==> config.mk <==
export PLATFORM = sky130hd
export DESIGN_NAME = integer_set_table_core
export DESIGN_NICKNAME = d
export VERILOG_FILES = /design/src/rtl/core/ist_pkg.sv /design/src/rtl/core/ist_ram.sv /design/src/rtl/core/integer_set_table_core.sv
export SDC_FILE = /design/constraint.sdc
export NUM_CORES = 1
export LEC_CHECK = 0
export BUFFER_PORTS_ARGS = -buffer_cell sky130_fd_sc_hd__buf_2
export CAP_MARGIN = 15
export CORE_AREA = 2 2 245 247
export CTS_BUF_LIST = sky130_fd_sc_hd__clkbuf_8 sky130_fd_sc_hd__clkbuf_16
export DETAILED_ROUTE_END_ITERATION = 8
export DIE_AREA = 0 0 247 249
export PLACE_DENSITY = 0.56
export SYNTH_ARGS = -nofsm -noshare
export SYNTH_HDL_FRONTEND = slang
export SYNTH_HIERARCHICAL = 1
export SYNTH_SLANG_ARGS = --single-unit
==> constraint.sdc <==
create_clock -name clk_i -period 6.48 [get_ports clk_i]
set_input_delay 1.296 -clock clk_i [delete_from_list [all_inputs] [get_ports clk_i]]
set_output_delay 1.296 -clock clk_i [all_outputs]
set_load 0.01 [all_outputs]
==> src/rtl/core/ist_pkg.sv <==
package ist_pkg;

  // Table size and the widths that follow from it.
  localparam int unsigned CAPACITY = 16;
  localparam int unsigned ADDR_W   = (CAPACITY > 1) ? $clog2(CAPACITY) : 1;
  localparam int unsigned CNT_W    = $clog2(CAPACITY + 1);
  localparam int unsigned VALUE_W  = 32;
  localparam int unsigned OUT_CNT_W = 5;

  // Command codes. Code 3 is unused and behaves as a query.
  localparam logic [1:0] CMD_QUERY  = 2'd0;
  localparam logic [1:0] CMD_ADD    = 2'd1;
  localparam logic [1:0] CMD_REMOVE = 2'd2;

  typedef struct packed {
    logic [1:0]                command;
    logic signed [VALUE_W-1:0] value;
  } in_item_t;

  typedef struct packed {
    logic                 was_present;
    logic                 add_refused;
    logic [OUT_CNT_W-1:0] element_count;
    logic                 set_empty;
  } out_item_t;

endpackage

==> src/rtl/core/ist_ram.sv <==
module ist_ram #(
  parameter int unsigned WIDTH = 32,
  parameter int unsigned DEPTH = 16,
  parameter int unsigned AW    = (DEPTH > 1) ? $clog2(DEPTH) : 1
) (
  input  logic             clk_i,
  input  logic             wr_en_i,
  input  logic [AW-1:0]    wr_addr_i,
  input  logic [WIDTH-1:0] wr_data_i,
  input  logic             rd_en_i,
  input  logic [AW-1:0]    rd_addr_i,
  output logic [WIDTH-1:0] rd_data_o
);

  logic [WIDTH-1:0] mem_q [DEPTH];
  logic [WIDTH-1:0] rd_data_q;

  // One write port and one read port with registered read data.
  always_ff @(posedge clk_i) begin
    if (wr_en_i) begin
      mem_q[wr_addr_i] <= wr_data_i;
    end
    if (rd_en_i) begin
      rd_data_q <= mem_q[rd_addr_i];
    end
  end

  assign rd_data_o = rd_data_q;

endmodule

==> src/rtl/core/integer_set_table_core.sv <==
// Channel  Direction  Payload     Handshake
// in       input      in_item_t   in_valid_i / in_ready_o
// out      output     out_item_t  out_valid_o / out_ready_i
//
// After an item is accepted the block scans the held slots, reading one slot a cycle
// from the value RAM, up to the slot of the match or, when the value is absent, all of
// them; the scan is skipped for an empty table. An update step follows, then a move
// step for a removal of a held value, then the response step. The next item can be
// accepted in the same cycle that the result appears.
// Reset clears the held count and the control state; the RAM holds no reset value.
// An item may be accepted while the previous result waits; a stalled result holds
// the block in its response state until it is taken.
module integer_set_table_core import ist_pkg::*; (
  input  logic      clk_i,
  input  logic      rst_ni,
  input  logic      in_valid_i,
  output logic      in_ready_o,
  input  in_item_t  in_item_i,
  output logic      out_valid_o,
  input  logic      out_ready_i,
  output out_item_t out_item_o
);

  localparam logic [2:0] ST_IDLE   = 3'd0;
  localparam logic [2:0] ST_SCAN   = 3'd1;
  localparam logic [2:0] ST_UPDATE = 3'd2;
  localparam logic [2:0] ST_MOVE   = 3'd3;
  localparam logic [2:0] ST_RESP   = 3'd4;

  logic [2:0]         state_q, state_d;
  logic [CNT_W-1:0]   count_q, count_d;
  logic [ADDR_W-1:0]  idx_q, idx_d;
  logic [ADDR_W-1:0]  slot_q, slot_d;
  logic               present_q, present_d;
  logic               refused_q, refused_d;
  logic [1:0]         cmd_q, cmd_d;
  logic [VALUE_W-1:0] value_q, value_d;
  logic               out_valid_q, out_valid_d;
  out_item_t          out_item_q, out_item_d;

  logic               rd_en;
  logic [ADDR_W-1:0]  rd_addr;
  logic [VALUE_W-1:0] rd_data;
  logic               wr_en;
  logic [ADDR_W-1:0]  wr_addr;
  logic [VALUE_W-1:0] wr_data;
  logic [CNT_W-1:0]   next_idx;
  logic [CNT_W-1:0]   last;
  logic               out_free;

  assign next_idx = CNT_W'(idx_q) + CNT_W'(1);
  assign last     = count_q - CNT_W'(1);
  assign out_free = !out_valid_q || out_ready_i;
  assign in_ready_o = (state_q == ST_IDLE);

  // Storage for the held values, slots 0 to count-1.
  ist_ram #(
    .WIDTH (VALUE_W),
    .DEPTH (CAPACITY)
  ) u_ram (
    .clk_i     (clk_i),
    .wr_en_i   (wr_en),
    .wr_addr_i (wr_addr),
    .wr_data_i (wr_data),
    .rd_en_i   (rd_en),
    .rd_addr_i (rd_addr),
    .rd_data_o (rd_data)
  );

  // Sequencer: scan the packed slots, then read-modify-write the table.
  always_comb begin
    state_d     = state_q;
    count_d     = count_q;
    idx_d       = idx_q;
    slot_d      = slot_q;
    present_d   = present_q;
    refused_d   = refused_q;
    cmd_d       = cmd_q;
    value_d     = value_q;
    out_valid_d = out_valid_q;
    out_item_d  = out_item_q;
    rd_en       = 1'b0;
    rd_addr     = '0;
    wr_en       = 1'b0;
    wr_addr     = '0;
    wr_data     = value_q;

    if (out_valid_q && out_ready_i) begin
      out_valid_d = 1'b0;
    end

    unique case (state_q)
      ST_IDLE: begin
        if (in_valid_i) begin
          cmd_d     = in_item_i.command;
          value_d   = in_item_i.value;
          present_d = 1'b0;
          refused_d = 1'b0;
          idx_d     = '0;
          if (count_q == '0) begin
            state_d = ST_UPDATE;
          end else begin
            rd_en   = 1'b1;
            rd_addr = '0;
            state_d = ST_SCAN;
          end
        end
      end
      ST_SCAN: begin
        // Read data belongs to slot idx_q, requested in the previous cycle.
        if (rd_data == value_q) begin
          present_d = 1'b1;
          slot_d    = idx_q;
          state_d   = ST_UPDATE;
        end else if (next_idx < count_q) begin
          rd_en   = 1'b1;
          rd_addr = ADDR_W'(next_idx);
          idx_d   = ADDR_W'(next_idx);
        end else begin
          state_d = ST_UPDATE;
        end
      end
      ST_UPDATE: begin
        state_d = ST_RESP;
        if (cmd_q == CMD_ADD && !present_q) begin
          if (count_q < CNT_W'(CAPACITY)) begin
            wr_en   = 1'b1;
            wr_addr = ADDR_W'(count_q);
            wr_data = value_q;
            count_d = count_q + CNT_W'(1);
          end else begin
            refused_d = 1'b1;
          end
        end else if (cmd_q == CMD_REMOVE && present_q) begin
          // Fetch the last entry to fill the hole.
          rd_en   = 1'b1;
          rd_addr = ADDR_W'(last);
          state_d = ST_MOVE;
        end
      end
      ST_MOVE: begin
        wr_en   = 1'b1;
        wr_addr = slot_q;
        wr_data = rd_data;
        count_d = last;
        state_d = ST_RESP;
      end
      ST_RESP: begin
        if (out_free) begin
          out_valid_d                = 1'b1;
          out_item_d.was_present     = present_q;
          out_item_d.add_refused     = refused_q;
          out_item_d.element_count   = OUT_CNT_W'(count_q);
          out_item_d.set_empty       = (count_q == '0);
          state_d                    = ST_IDLE;
        end
      end
      default: begin
        state_d = ST_IDLE;
      end
    endcase
  end

  // Control registers.
  always_ff @(posedge clk_i or negedge rst_ni) begin
    if (!rst_ni) begin
      state_q     <= ST_IDLE;
      count_q     <= '0;
      out_valid_q <= 1'b0;
    end else begin
      state_q     <= state_d;
      count_q     <= count_d;
      out_valid_q <= out_valid_d;
    end
  end

  // Item and result payload registers.
  always_ff @(posedge clk_i) begin
    idx_q      <= idx_d;
    slot_q     <= slot_d;
    present_q  <= present_d;
    refused_q  <= refused_d;
    cmd_q      <= cmd_d;
    value_q    <= value_d;
    out_item_q <= out_item_d;
  end

  assign out_valid_o = out_valid_q;
  assign out_item_o  = out_item_q;

  // The held count never passes the table size.
  a_count_bound: assert property (@(posedge clk_i) disable iff (!rst_ni)
    count_q <= CNT_W'(CAPACITY))
    else $error("held count exceeds capacity");

  // The RAM is written only by the update and move steps.
  a_write_state: assert property (@(posedge clk_i) disable iff (!rst_ni)
    wr_en |-> (state_q == ST_UPDATE || state_q == ST_MOVE))
    else $error("RAM write outside update");

  // A refusal is only reported against a full table.
  a_refuse_full: assert property (@(posedge clk_i) disable iff (!rst_ni)
    (state_q == ST_RESP && refused_q) |-> count_q == CNT_W'(CAPACITY))
    else $error("add refused with room left");

  // A held value is never also refused.
  a_flags_excl: assert property (@(posedge clk_i) disable iff (!rst_ni)
    out_valid_o |-> !(out_item_o.was_present && out_item_o.add_refused))
    else $error("present and refused together");

  // An accepted item always leaves the idle state.
  a_leave_idle: assert property (@(posedge clk_i) disable iff (!rst_ni)
    (in_valid_i && in_ready_o) |=> state_q != ST_IDLE)
    else $error("accepted item not processed");

endmodule

==> out/qor.json <==
{
  "cts": {
    "clkLatencyLatePin_ns": 0.64,
    "tritoncts": "yes",
    "cts_root_buf": "clkbuf_16",
    "cts_repair_resize_count": 0,
    "h-tree-depth": 2,
    "clock-sinks": 605,
    "cts_setup_buffers": 0,
    "cts_buffer_count": 61,
    "cts_hold_repair.buffers": 0,
    "clkSlewWorstSetupHoldPaths_ns": 0.06,
    "max-clock-path-buffers": 3
  },
  "placement": {
    "placed_area_um2": 24700,
    "dp_hpwl_um": 29000,
    "place.gp.congestion": 0.773,
    "numPortBuffers": 47
  },
  "global_route": {
    "antenna_found_initial": 0,
    "grt_max_degree": 129,
    "overall_global_routing_resource_usage_pct": 18.4,
    "globalRoute.totalOverflow": 0,
    "grt_pass1_vias": 11546,
    "global_route_wire_length_before_repair_um": 81000
  },
  "drt": {
    "drt_first_iter_violations": 1200,
    "post_detailed_route_count_of_antenna_violating_nets": 0,
    "route.vias.total": 11426,
    "wl_met1_um": 24700,
    "postRouteWirelength_um": 55700,
    "met2_length_um": 26000,
    "drc": 0,
    "drt-vias-per-instance": 5.57,
    "routed_wl_met3_um": 3590,
    "post_drt_wl_per_cell_um": 27.2,
    "maxUsedRoutingLayer": "met4",
    "first_pass_iters": 5
  },
  "critical_path": {
    "buffers_inverters_on_critical_path": 1,
    "critical_path_class": "reg -> reg",
    "cp_data_arrival_time_ns": 4.47,
    "required_ns": 6.87,
    "timing.rr.end": "u_ram/rd_data_o[21]",
    "crit_path_top_delay_cell": "buf_12",
    "critical_path.most_common_cell": "ha_1",
    "worst-path-max-fanout": 97,
    "timing.reg2reg.worst_path_depth": 12,
    "rr_startpoint": "idx_q[0]",
    "crit_path_cell_trace": "ha_1 > xor2_1 > ha_1 > a21o_1 > a21oi_1 > o21a_1 > a21bo_2 > o32ai_4 > buf_12 > mux4_2 > a22oi_1 > nand2_1",
    "critPathTopFamily": "compound AO/OA/AOI/OAI gates",
    "worst_path_largest_cell_delay_ns": 0.63,
    "worstSetupStartpointType": "flip-flop",
    "timing.reg2reg.setup_slack_ns": 2.40,
    "critical_path.endpoint_type": "flip-flop"
  },
  "pwr": {
    "leakage_nw": 8.43,
    "cellPowerDensity_nw_per_um2": 434,
    "ir_worst_vdd_v": 0.000369
  },
  "logic_synthesis": {
    "muxShareOfSynthArea_pct": 12.3,
    "post_synth_xor_area_fraction_pct": 1.50,
    "synth_ff_type": "edfxtp_1",
    "synth.avg_cell_area_um2": 20.5,
    "ys_warnings": 6,
    "number_of_nets_in_the_synthesized_netlist": 1187,
    "netlist-cell-type-count": 52,
    "post_synth_fa_ha_maj_area_fraction_pct": 0.428,
    "synth_seq_cells": 605,
    "synth-simple-area-share_pct": 3.98,
    "syn_area_um2": 23400,
    "yosysSeqAreaShare_pct": 77.5,
    "synth_compound_gate_area_share_pct": 2.93,
    "instance_count_of_the_mapped_netlist": 1141,
    "synth_edf_count": 596,
    "fraction_of_registers_with_async_set_reset_pct": 1.49,
    "synth_top_family_by_area": "multiplexers"
  },
  "timing": {
    "setup_viol": 0,
    "tns_ns": 0,
    "holdWs_ns": 0.419,
    "finalClockSkew_ns": 0.0398,
    "finalCritPeriodShare_pct": 63.0,
    "finalHoldViolCount": 0,
    "max_transition_margin_pct": 20.8,
    "fmax_mhz": 245,
    "period_needed_ns": 4.08,
    "finalMaxSlewViolations": 0,
    "grt_setup_unrepaired": "false",
    "max_slew.worst_pin.slew_ns": 1.19
  },
  "cells_and_area": {
    "filler_cell_count": 4900,
    "layout-drive-gt1-share_pct": 25.5,
    "final_cell_area_um2": 26700,
    "finalNetCount": 1272,
    "layout.cells.most_common": "edfxtp_1",
    "area_growth_from_synthesis_to_layout_pct": 14.4,
    "finish.utilization_pct": 45.5,
    "final_cell_mix": "edfxtp_1 (596), nand2_1 (140), mux4_2 (128)",
    "antennaDiodeCount": 0
  },
  "floorplan": {
    "die_height_um": 249,
    "dieArea_um2": 61500,
    "die-width_um": 247,
    "floorplan.core_area_um2": 58700,
    "floorplan.initialDensity_pct": 39.8,
    "row_count": 89,
    "design.portCount": 48
  },
  "min_path": {
    "hold_start": "refused_q",
    "hold_path.class": "reg -> reg",
    "cell_depth_of_the_worst_min_delay_path": 0,
    "hold-path-endpoint": "out_item_o[6]"
  },
  "outcome": {
    "run_status": "finished, final reports clean"
  },
  "flow_run": {
    "max-cap-violations": 0
  }
}
==> where the power goes <==
group | total [mW] | switching [mW] | leakage, nW | internal, mW
sequential | 5.27 | 0.224 | 5.51 | 5.05
combinational | 2.87 | 1.75 | 1.91 | 1.12
clock | 3.46 | 1.48 | 1.02 | 1.97
==> sequential cells by signal (all words and copies together), names as in the netlist <==
| name | flops |
|---|---|
| u_ram/mem_q | 512 |
| idx_q | 4 |
| value_q | 32 |
| present_q | 1 |
| count_q | 5 |
| cmd_q | 2 |
| out_valid_o | 1 |
| out_item_o | 8 |
| slot_q | 4 |
| state_q | 3 |
| refused_q | 1 |
| u_ram/rd_data_o | 32 |
==> logic make-up after synthesis <==
logic type / after synthesis
flip-flops: 605
buffers and inverters: 65
XOR/XNOR: 40
multiplexers: 128
adder cells (fa/ha/maj): 8
AND/OR/NAND/NOR: 204
AO/OA/AOI/OAI: 91
==> worst max-delay path by stage <==
| stage | start | to | slack, ns | cells after the start |
|---|---|---|---|---|
| 5_1_grt | idx_q[0] | u_ram/rd_data_o[25] | 2.17 | 12 |
| 3_3_place_gp | idx_q[0] | u_ram/rd_data_o[21] | 2.39 | 12 |
| 2_1_floorplan | state_q[0] | u_ram/mem_q[0][0] | 2.13 | 6 |
| 4_1_cts | idx_q[0] | u_ram/rd_data_o[1] | 2.39 | 12 |
| 6_report | idx_q[0] | u_ram/rd_data_o[21] | 2.40 | 12 |
| 3_5_place_dp | idx_q[0] | u_ram/rd_data_o[21] | 2.39 | 12 |
==> worst register-to-register path: stages (launching register included) <==
cell and delay, ns:
edfxtp_1 0.50, ha_1 0.28, xor2_1 0.18, ha_1 0.19, a21o_1 0.15, a21oi_1 0.14, o21a_1 0.15, a21bo_2 0.31
o32ai_4 0.28, buf_12 0.63, mux4_2 0.75, a22oi_1 0.22, nand2_1 0.07
==> metrics by stage <==
stage,power (mW),std cells,worst slack [ns]
after floorplan,7.28,1141,2.13
after global placement,8.23,1936,2.39
after detailed placement,8.26,1936,2.39
after CTS,11.7,2050,2.39
after global routing,12.1,2050,2.17
final,11.6,2050,2.40
==> metal layers <==
| layer | up-vias | GRT usage (%) |
|---|---|---|
| met5 | - | 0 |
| met4 | 0 | 5.80 |
| met3 | 76 | 2.96 |
| met2 | 403 | 27.8 |
| met1 | 6113 | 27.4 |
| li1 | 4834 | - |
==> cell type report <==
class | count | area [um2] | share of cell area (%)
well taps | 773 | 967 | 3.62
multi-input cells | 471 | 5140 | 19.2
flip-flops and latches | 605 | 18100 | 67.8
clock inverters | 52 | 434 | 1.62
inverters | 12 | 45.0 | 0.169
repair buffers | 75 | 470 | 1.76
clock buffers | 62 | 1550 | 5.80
==> Yosys cell counts, types with 9 or more instances <==
| cell type | number | area, um2 |
|---|---|---|
| buf_2 | 12 | 60.1 |
| inv_1 | 11 | 41.3 |
| edfxtp_1 | 596 | 17900 |
| buf_4 | 9 | 67.6 |
| dfrtp_1 | 9 | 225 |
| buf_1 | 10 | 37.5 |
| clkbuf_1 | 20 | 75.1 |
| a22oi_1 | 68 | 510 |
| nor2_1 | 20 | 75.1 |
| mux4_2 | 128 | 2880 |
| xnor2_1 | 39 | 342 |
| nand2_1 | 141 | 529 |
No activity file was read; power rests on OpenSTA's default activity.
